==> config.mk <==
export PLATFORM = sky130hd
export DESIGN_NAME = aabb_push_out_resolver_core
export DESIGN_NICKNAME = d
export VERILOG_FILES = /design/src/design/aabb_pkg.sv /design/src/design/aabb_ctrl.sv /design/src/design/aabb_dpath.sv /design/src/design/aabb_push_out_resolver_core.sv
export SDC_FILE = /design/constraint.sdc
export NUM_CORES = 2
export LEC_CHECK = 0
export CAP_MARGIN = 20
export CORE_ASPECT_RATIO = 1.2
export CORE_MARGIN = 1
export CORE_UTILIZATION = 55
export CTS_CLUSTER_SIZE = 8
export DETAILED_ROUTE_END_ITERATION = 8
export DONT_BUFFER_PORTS = 1
export GPL_ROUTABILITY_DRIVEN = 0
export GPL_TIMING_DRIVEN = 0
export PLACE_DENSITY_LB_ADDON = 0.08
export SLEW_MARGIN = 20
export SYNTH_ARGS = -nofsm -noshare
export SYNTH_HDL_FRONTEND = slang
export SYNTH_SLANG_ARGS = --single-unit
==> constraint.sdc <==
create_clock -name clk -period 15.4 [get_ports clk]
set_input_delay 2.31 -clock clk [delete_from_list [all_inputs] [get_ports clk]]
set_output_delay 2.31 -clock clk [all_outputs]
set_load 0.05 [all_outputs]
==> src/design/aabb_pkg.sv <==
// Shared types and constants for the box push-out resolver.
// Used by the controller, the datapath and the top level; depends on nothing.
`default_nettype none

package aabb_pkg;

  // Round limit and the widths that follow from it.
  localparam int unsigned MAX_ROUNDS = 1024;
  localparam int unsigned ROUND_W    = $clog2(MAX_ROUNDS + 1);
  // The push distance can reach (MAX_ROUNDS + 1) * step before the search stops.
  localparam int unsigned DIST_W     = 31 + ROUND_W;
  localparam int unsigned CAND_W     = DIST_W + 2;

  // Field widths.
  localparam int unsigned COORD_W = 32;
  localparam int unsigned HALF_W  = 31;

  // Configuration register indexes and reset values.
  localparam int unsigned CFG_IDX_W = 2;
  localparam logic [CFG_IDX_W-1:0] REG_MOVING_HALF_X = 2'd0;
  localparam logic [CFG_IDX_W-1:0] REG_MOVING_HALF_Y = 2'd1;
  localparam logic [CFG_IDX_W-1:0] REG_MOVING_HALF_Z = 2'd2;
  localparam logic [CFG_IDX_W-1:0] REG_STEP_SIZE     = 2'd3;
  localparam logic [HALF_W-1:0] MOVING_HALF_RESET = 31'd65536;
  localparam logic [HALF_W-1:0] STEP_SIZE_RESET   = 31'd6554;

  // Candidate directions in search order within a round.
  typedef logic [2:0] dir_t;
  localparam dir_t DIR_XP = 3'd0;
  localparam dir_t DIR_XM = 3'd1;
  localparam dir_t DIR_ZP = 3'd2;
  localparam dir_t DIR_ZM = 3'd3;
  localparam dir_t DIR_YP = 3'd4;
  localparam dir_t DIR_YM = 3'd5;

  // Commands from the controller to the datapath.
  typedef struct packed {
    logic load;         // capture a new item
    logic gen;          // build the next candidate from dir and the push distance
    dir_t dir;
    logic dist_step;    // advance the push distance by one step
    logic out_load;     // capture the result into the output register
    logic out_gave_up;
  } cmd_t;

  // Status from the datapath to the controller.
  typedef struct packed {
    logic overlap;      // the candidate under test overlaps the static box
  } status_t;

endpackage

`default_nettype wire

==> src/design/aabb_ctrl.sv <==
// Controller for the box push-out resolver: sequences the candidate search.
// Depends on aabb_pkg; drives the datapath through cmd_t and reads status_t.
`default_nettype none

module aabb_ctrl
  import aabb_pkg::*;
(
  input  wire logic    clk,
  input  wire logic    rst,
  input  wire logic    in_valid,
  output logic         in_stall,
  output logic         out_valid,
  input  wire logic    out_stall,
  input  wire status_t status,
  output cmd_t         cmd
);

  localparam logic ST_IDLE = 1'b0;
  localparam logic ST_TEST = 1'b1;

  logic               state, state_next;
  dir_t               gen_dir, gen_dir_next;
  logic [ROUND_W-1:0] gen_round, gen_round_next;
  logic               last_pending, last_pending_next;
  logic               out_valid_next;
  logic               out_free;
  logic               finish;

  assign in_stall = (state != ST_IDLE);
  assign out_free = !out_valid || !out_stall;
  // The search ends on a free candidate or once the final candidate has been tested.
  assign finish   = !status.overlap || last_pending;

  // Next-state and command logic.
  always_comb begin
    state_next        = state;
    gen_dir_next      = gen_dir;
    gen_round_next    = gen_round;
    last_pending_next = last_pending;
    out_valid_next    = out_valid && out_stall;
    cmd               = '0;
    cmd.dir           = gen_dir;
    case (state)
      ST_IDLE: begin
        if (in_valid) begin
          cmd.load          = 1'b1;
          state_next        = ST_TEST;
          gen_dir_next      = DIR_XP;
          gen_round_next    = ROUND_W'(1);
          last_pending_next = 1'b0;
        end
      end
      ST_TEST: begin
        if (finish) begin
          if (out_free) begin
            cmd.out_load    = 1'b1;
            cmd.out_gave_up = status.overlap;
            out_valid_next  = 1'b1;
            state_next      = ST_IDLE;
          end
        end else begin
          cmd.gen = 1'b1;
          if (gen_dir == DIR_YM) begin
            cmd.dist_step     = 1'b1;
            gen_dir_next      = DIR_XP;
            gen_round_next    = gen_round + ROUND_W'(1);
            last_pending_next = (gen_round == ROUND_W'(MAX_ROUNDS));
          end else begin
            gen_dir_next = gen_dir + 3'd1;
          end
        end
      end
      default: begin
        state_next = ST_IDLE;
      end
    endcase
  end

  // Control registers.
  always_ff @(posedge clk) begin
    if (rst) begin
      state        <= ST_IDLE;
      gen_dir      <= DIR_XP;
      gen_round    <= '0;
      last_pending <= 1'b0;
      out_valid    <= 1'b0;
    end else begin
      state        <= state_next;
      gen_dir      <= gen_dir_next;
      gen_round    <= gen_round_next;
      last_pending <= last_pending_next;
      out_valid    <= out_valid_next;
    end
  end

`ifndef SYNTHESIS
  // The final candidate is always the last direction, so the generator has wrapped.
  a_last_wraps: assert property (@(posedge clk) disable iff (rst)
    last_pending |-> gen_dir == DIR_XP)
    else $error("last candidate pending without direction wrap");

  // While searching, the round count stays within the limit.
  a_round_range: assert property (@(posedge clk) disable iff (rst)
    (state == ST_TEST && !last_pending) |->
      (gen_round != '0 && gen_round <= ROUND_W'(MAX_ROUNDS)))
    else $error("round count out of range");

  // A result is captured only when the output register can take it.
  a_out_free: assert property (@(posedge clk) disable iff (rst)
    cmd.out_load |-> out_free)
    else $error("result overwrote a pending item");

  // An accepted item starts the search in the next cycle.
  a_accept_starts: assert property (@(posedge clk) disable iff (rst)
    (state == ST_IDLE && in_valid) |=> (state == ST_TEST && gen_dir == DIR_XP))
    else $error("accepted item did not start the search");
`endif

endmodule

`default_nettype wire

==> src/design/aabb_dpath.sv <==
// Datapath for the box push-out resolver: configuration, item registers,
// candidate generator, overlap test and output register. Depends on aabb_pkg.
`default_nettype none

module aabb_dpath
  import aabb_pkg::*;
(
  input  wire logic                        clk,
  input  wire logic                        rst,
  input  wire logic                        cfg_write,
  input  wire logic [CFG_IDX_W-1:0]        cfg_index,
  input  wire logic [HALF_W-1:0]           cfg_data,
  input  wire logic signed [COORD_W-1:0]   static_center_x,
  input  wire logic signed [COORD_W-1:0]   static_center_y,
  input  wire logic signed [COORD_W-1:0]   static_center_z,
  input  wire logic [HALF_W-1:0]           static_half_x,
  input  wire logic [HALF_W-1:0]           static_half_y,
  input  wire logic [HALF_W-1:0]           static_half_z,
  input  wire logic signed [COORD_W-1:0]   moving_x,
  input  wire logic signed [COORD_W-1:0]   moving_y,
  input  wire logic signed [COORD_W-1:0]   moving_z,
  input  wire cmd_t                        cmd,
  output status_t                          status,
  output logic signed [COORD_W-1:0]        resolved_x,
  output logic signed [COORD_W-1:0]        resolved_y,
  output logic signed [COORD_W-1:0]        resolved_z,
  output logic                             gave_up
);

  localparam logic [1:0] AXIS_X    = 2'd0;
  localparam logic [1:0] AXIS_Y    = 2'd1;
  localparam logic [1:0] AXIS_Z    = 2'd2;
  localparam logic [1:0] AXIS_NONE = 2'd3;

  logic [HALF_W-1:0]         mhalf [3];
  logic [HALF_W-1:0]         step;
  logic signed [COORD_W-1:0] sc    [3];
  logic signed [COORD_W-1:0] orig  [3];
  logic [COORD_W-1:0]        sumh  [3];
  logic [DIST_W-1:0]         push_dist;
  logic [1:0]                cand_axis;
  logic signed [COORD_W-1:0] cand_val;

  logic [1:0]                gen_axis;
  logic signed [COORD_W-1:0] gen_base;
  logic signed [CAND_W-1:0]  gen_sum;
  logic signed [COORD_W-1:0] gen_sat;
  logic signed [COORD_W-1:0] pos   [3];
  logic                      apart [3];

  // Configuration registers; the top bit of each is held clear by width.
  always_ff @(posedge clk) begin
    if (rst) begin
      mhalf[0] <= MOVING_HALF_RESET;
      mhalf[1] <= MOVING_HALF_RESET;
      mhalf[2] <= MOVING_HALF_RESET;
      step     <= STEP_SIZE_RESET;
    end else if (cfg_write) begin
      case (cfg_index)
        REG_MOVING_HALF_X: mhalf[0] <= cfg_data;
        REG_MOVING_HALF_Y: mhalf[1] <= cfg_data;
        REG_MOVING_HALF_Z: mhalf[2] <= cfg_data;
        REG_STEP_SIZE:     step     <= cfg_data;
        default: begin
        end
      endcase
    end
  end

  // Axis moved by each direction.
  always_comb begin
    case (cmd.dir)
      DIR_XP, DIR_XM: gen_axis = AXIS_X;
      DIR_ZP, DIR_ZM: gen_axis = AXIS_Z;
      DIR_YP, DIR_YM: gen_axis = AXIS_Y;
      default:        gen_axis = AXIS_X;
    endcase
  end

  // Candidate coordinate: original plus or minus the push distance, saturated.
  always_comb begin
    case (gen_axis)
      AXIS_X:  gen_base = orig[0];
      AXIS_Y:  gen_base = orig[1];
      AXIS_Z:  gen_base = orig[2];
      default: gen_base = orig[0];
    endcase
    if (cmd.dir[0]) begin
      gen_sum = CAND_W'(gen_base) - $signed({2'b00, push_dist});
    end else begin
      gen_sum = CAND_W'(gen_base) + $signed({2'b00, push_dist});
    end
    if ((&gen_sum[CAND_W-1:COORD_W-1]) || !(|gen_sum[CAND_W-1:COORD_W-1])) begin
      gen_sat = gen_sum[COORD_W-1:0];
    end else if (gen_sum[CAND_W-1]) begin
      gen_sat = {1'b1, {(COORD_W-1){1'b0}}};
    end else begin
      gen_sat = {1'b0, {(COORD_W-1){1'b1}}};
    end
  end

  // Item, push distance and candidate registers.
  always_ff @(posedge clk) begin
    if (cmd.load) begin
      sc[0]     <= static_center_x;
      sc[1]     <= static_center_y;
      sc[2]     <= static_center_z;
      orig[0]   <= moving_x;
      orig[1]   <= moving_y;
      orig[2]   <= moving_z;
      sumh[0]   <= COORD_W'(static_half_x) + COORD_W'(mhalf[0]);
      sumh[1]   <= COORD_W'(static_half_y) + COORD_W'(mhalf[1]);
      sumh[2]   <= COORD_W'(static_half_z) + COORD_W'(mhalf[2]);
      push_dist <= DIST_W'(step);
      cand_axis <= AXIS_NONE;
    end else begin
      if (cmd.gen) begin
        cand_axis <= gen_axis;
        cand_val  <= gen_sat;
      end
      if (cmd.dist_step) begin
        push_dist <= push_dist + DIST_W'(step);
      end
    end
  end

  // Overlap test of the registered candidate: apart on any axis means free.
  always_comb begin
    logic signed [COORD_W+1:0] diff;
    logic signed [COORD_W+1:0] lim;
    for (int i = 0; i < 3; i++) begin
      pos[i]   = (cand_axis == 2'(i)) ? cand_val : orig[i];
      diff     = (COORD_W+2)'(sc[i]) - (COORD_W+2)'(pos[i]);
      lim      = $signed({2'b00, sumh[i]});
      apart[i] = (diff > lim) || (diff < -lim);
    end
    status.overlap = !(apart[0] || apart[1] || apart[2]);
  end

  // Output register.
  always_ff @(posedge clk) begin
    if (cmd.out_load) begin
      gave_up <= cmd.out_gave_up;
      if (cmd.out_gave_up) begin
        resolved_x <= orig[0];
        resolved_y <= orig[1];
        resolved_z <= orig[2];
      end else begin
        resolved_x <= pos[0];
        resolved_y <= pos[1];
        resolved_z <= pos[2];
      end
    end
  end

endmodule

`default_nettype wire

==> src/design/aabb_push_out_resolver_core.sv <==
// Top level of the box push-out resolver: joins aabb_ctrl and aabb_dpath, uses aabb_pkg.
// Search: the item is accepted, its original position is tested, then candidates are tried
// one by one (none when the boxes start apart, at most 6 * MAX_ROUNDS); then the result is loaded.
// Throughput: one item in work at a time; the next is taken only once the result of the
// last has been loaded, which waits while a finished result is stalled.
// Reset (synchronous, active high) restores register defaults and empties the output.
`default_nettype none

module aabb_push_out_resolver_core
  import aabb_pkg::*;
(
  input  wire logic                      clk,
  input  wire logic                      rst,
  input  wire logic                      cfg_write,
  input  wire logic [CFG_IDX_W-1:0]      cfg_index,
  input  wire logic [HALF_W-1:0]         cfg_data,
  input  wire logic                      in_valid,
  output logic                           in_stall,
  input  wire logic signed [COORD_W-1:0] static_center_x,
  input  wire logic signed [COORD_W-1:0] static_center_y,
  input  wire logic signed [COORD_W-1:0] static_center_z,
  input  wire logic [HALF_W-1:0]         static_half_x,
  input  wire logic [HALF_W-1:0]         static_half_y,
  input  wire logic [HALF_W-1:0]         static_half_z,
  input  wire logic signed [COORD_W-1:0] moving_x,
  input  wire logic signed [COORD_W-1:0] moving_y,
  input  wire logic signed [COORD_W-1:0] moving_z,
  output logic                           out_valid,
  input  wire logic                      out_stall,
  output logic signed [COORD_W-1:0]      resolved_x,
  output logic signed [COORD_W-1:0]      resolved_y,
  output logic signed [COORD_W-1:0]      resolved_z,
  output logic                           gave_up
);

  cmd_t    cmd;
  status_t status;

  // Search sequencer.
  aabb_ctrl u_ctrl (
    .clk       (clk),
    .rst       (rst),
    .in_valid  (in_valid),
    .in_stall  (in_stall),
    .out_valid (out_valid),
    .out_stall (out_stall),
    .status    (status),
    .cmd       (cmd)
  );

  // Arithmetic and storage.
  aabb_dpath u_dpath (
    .clk             (clk),
    .rst             (rst),
    .cfg_write       (cfg_write),
    .cfg_index       (cfg_index),
    .cfg_data        (cfg_data),
    .static_center_x (static_center_x),
    .static_center_y (static_center_y),
    .static_center_z (static_center_z),
    .static_half_x   (static_half_x),
    .static_half_y   (static_half_y),
    .static_half_z   (static_half_z),
    .moving_x        (moving_x),
    .moving_y        (moving_y),
    .moving_z        (moving_z),
    .cmd             (cmd),
    .status          (status),
    .resolved_x      (resolved_x),
    .resolved_y      (resolved_y),
    .resolved_z      (resolved_z),
    .gave_up         (gave_up)
  );

endmodule

`default_nettype wire
==> flow_metrics.env <==
export IMPL_status="finished, final reports clean"
export IMPL_reg2reg_slack_ns=3.60
export IMPL_wire_per_inst_um=25.7
export IMPL_die_w_um=253
export IMPL_drive_above_1_share_pct=4.94
export IMPL_reg2reg_from="u_dpath.cand_axis[0]"
export IMPL_h_tree_depth=3
export IMPL_ys_ff_latch=602
export IMPL_ys_seq_area_share_pct=41.9
export IMPL_vdd_drop_max_uv=100
export IMPL_crit_path_max_fanout=31
export IMPL_whs_ns=0.497
export IMPL_rr_worst_depth=31
export IMPL_fillers=6298
export IMPL_coreArea_mm2=0.0750
export IMPL_wl_met3_um=12300
export IMPL_nNetsFinal=5086
export IMPL_numCtsBuffers=86
export IMPL_yosys_area_top_type="edfxtp_1"
export IMPL_cts_root_buffer="clkbuf_16"
export IMPL_synth_nets=4977
export IMPL_cp_startpoint="u_dpath.cand_axis[0]"
export IMPL_via_per_inst=6.26
export IMPL_crit_type="register to register"
export IMPL_num_vias=33660
export IMPL_insertion_delay_ns=0.69
export IMPL_m1WireLength_um=52200
export IMPL_min_path_type="register to register"
export IMPL_dr_pass1_iters=5
export IMPL_synth_xor_xnor_area_share_pct=7.35
export IMPL_fmax_mhz=84.7
export IMPL_cts_path_max_buffers=3
export IMPL_first_iter_violations=2878
export IMPL_drc_errors=0
export IMPL_antenna_found_initial=35
export IMPL_grt_start_max_net_pins=38
export IMPL_powerDensity_mw_per_mm2=151
export IMPL_synthesis_area_mm2=0.0417
export IMPL_synth_top_family_by_area="compound AO/OA/AOI/OAI gates"
export IMPL_synth_simple_area_share_pct=14.1
export IMPL_rows=110
export IMPL_endpoint_kind="register"
export IMPL_met2WireLength_um=65000
export IMPL_synthTopCellsByArea="edfxtp_1 39%, ha_1 14%, xnor2_1 5.7%, a21oi_1 5.1%, nor2_1 3.2%"
export IMPL_clock_sinks=602
export IMPL_grt_setup_unrepaired="false"
export IMPL_setup_viol=0
export IMPL_maxCapViolations=0
export IMPL_synth_top_area_share_pct=38.9
export IMPL_worstMarginPinSlew_ns=1.18
export IMPL_gr_total_overflow=0
export IMPL_top_layer="met5"
export IMPL_leakage_nw=18.5
export IMPL_cp_data_required_time_ns=15.70
export IMPL_fin_skew_ns=0.0601
export IMPL_dp_slack_ns=3.85
export IMPL_fin_crit_sh_pct=76.6
export IMPL_yosys_warnings=0
export IMPL_grt_pass1_vias=32234
export IMPL_pin_count=422
export IMPL_slowest_delay_ns=1.05
export IMPL_max_slew_margin_pct=19.4
export IMPL_die_y_um=304
export IMPL_portBuffers=0
export IMPL_synth_fa_ha_area_share_pct=14.4
export IMPL_hold_buffers=0
export IMPL_synthMuxAreaShare_pct=2.70
export IMPL_slowest_stage="mux2i_1"
export IMPL_syn_inst=4191
export IMPL_cts_resized=0
export IMPL_postSynth_asyncResetShare_pct=0
export IMPL_slew_violations=0
export IMPL_synth_cell_types=92
export IMPL_start_util_pct=55.6
export IMPL_area_growth_pct=10.3
export IMPL_synth_edff_count=541
export IMPL_synth_compound_area_share_pct=16.4
export IMPL_period_minus_slack_ns=11.80
export IMPL_post_cts_buffers=0
export IMPL_hpwl_um=113000
export IMPL_grt_pass1_wl_um=200000
export IMPL_timing_final_ws_setup_ns=3.60
export IMPL_die_area_mm2=0.0770
export IMPL_track_usage_pct=35.4
export IMPL_synth_avg_cell_area_um2=9.96
export IMPL_critPathLaunchType="register"
export IMPL_drt_total_wl_um=138000
export IMPL_synth_main_ff_cell="edfxtp_1"
export IMPL_critPathCapture="u_dpath.push_dist[18]"
export IMPL_ant_nets=0
export IMPL_final_hold_viol_count=0
export IMPL_cts_tree="done"
export IMPL_clk_pin_slew_worst_paths_ns=0.06
export IMPL_regToRegEndpoint="u_dpath.push_dist[18]"
export IMPL_arrival_ns=12.10
flip-flops by register name, summed over array words and instances, names as in the netlist:
register / count
u_dpath.step: 31
u_dpath.push_dist: 42
u_dpath.cand_axis: 2
u_dpath.orig: 96
u_ctrl.out_valid: 1
u_ctrl.gen_round: 11
u_ctrl.gen_dir: 3
u_dpath.resolved_y: 32
u_ctrl.in_stall: 1
u_dpath.gave_up: 1
u_ctrl.last_pending: 1
u_dpath.mhalf: 93
u_dpath.sc: 96
u_dpath.resolved_x: 32
u_dpath.cand_val: 32
u_dpath.sumh: 96
u_dpath.resolved_z: 32
synth_stat cells, drive strengths merged (9+ instances only):
cell,count
o21ai,223
nor2b,47
a211oi,40
a221oi,9
a211o,11
or4,11
o211ai,28
nor4,35
a22oi,31
a21o,116
nand2b,54
clkbuf,65
a21boi,13
nor2,357
nand4,60
inv,217
o31a,10
buf,33
ha,455
and2,46
nand2,324
xor2,77
maj3,14
nor3,79
edfxtp,541
a21oi,436
mux2i,96
dfxtp,61
or2,10
or3,32
nand3,94
o31ai,18
o21a,41
a31oi,46
o21bai,26
nor4b,9
mux2,12
xnor2,273
and3,22
power breakdown:
part	switching, mW	total, mW	leakage [nW]	internal, mW
clock network	0.746	1.78	1.19	1.03
registers	0.367	2.46	5.67	2.09
logic	1.66	2.74	11.6	1.07
total	2.78	6.97	18.5	4.19
placed cells by master (no fill, tap or decap), types with 60 or more instances in the layout:
cell / synthesis / final
mux2i_1: 94 / 94
nor3_1: 79 / 79
xor2_1: 77 / 77
nand3_1: 93 / 93
nand2_1: 324 / 323
o21ai_0: 219 / 218
ha_1: 455 / 455
edfxtp_1: 541 / 541
a21oi_1: 422 / 421
dfxtp_1: 61 / 61
clkbuf_16: 0 / 86
nand4_1: 60 / 60
a21o_1: 116 / 116
xnor2_1: 273 / 273
clkbuf_1: 65 / 89
inv_1: 216 / 216
nor2_1: 357 / 356
how the worst min path moves through the flow:
stage	from	end	slack, ns	depth (start not counted)
after floorplan	u_dpath.step[0]	u_dpath.step[0]	0.45	2
after global placement	u_ctrl.gen_round[5]	u_ctrl.gen_round[5]	0.48	2
after detailed placement	u_dpath.step[2]	u_dpath.step[2]	0.48	2
after CTS	u_dpath.step[0]	u_dpath.step[0]	0.50	2
after global routing	u_dpath.step[6]	u_dpath.step[6]	0.52	2
final	u_dpath.step[0]	u_dpath.step[0]	0.50	2
critical path, delay by kind of cell, from the launching register on:
family,cells,cell delay (ns)
AO/OA/AOI/OAI,14,3.57
XOR/XNOR,1,0.42
adder cells (fa/ha/maj),2,0.59
buffers and inverters,4,2.17
flip-flops,1,0.46
multiplexers,1,1.05
AND/OR/NAND/NOR,9,3.13
final cells by class:
cell class	instances	area (um2)	area share [%]
clock inverter	9	190	0.413
timing repair buffer	21	407	0.884
tap	1008	1260	2.74
sequential	602	17500	38.0
buffer	98	497	1.08
antenna	32	80.1	0.174
multi-input combinational	3274	23000	50.0
inverter	217	815	1.77
clock buffer	112	2270	4.93
per-layer routing:
| layer | vias up | track usage, % |
|---|---|---|
| li1 | 15786 | - |
| met1 | 16073 | 43.2 |
| met2 | 1479 | 58.4 |
| met3 | 310 | 6.18 |
| met4 | 12 | 21.3 |
| met5 | - | 0 |
logic make-up after synthesis:
group / Yosys count
simple gates: 1225
compound gates: 1114
flops: 602
fa+ha+maj: 477
xor+xnor: 350
buf+inv: 315
mux: 108
stage by stage:
stage / total power, mW / instances / util (%) / setup TNS (ns) / cell area [um2]
2_1_floorplan: 4.36 / 4191 / - / 0 / 41700
5_1_grt: 7.34 / 5360 / 61.3 / 0 / 46000
4_1_cts: 6.94 / 5341 / 61.2 / 0 / 45900
3_3_place_gp: 5.13 / 5199 / 57.3 / -310.63 / 43000
6_report: 6.97 / 5373 / 61.3 / 0 / 46000
3_5_place_dp: 5.15 / 5220 / 57.9 / 0 / 43500
Power figures use the tool's default switching activity.
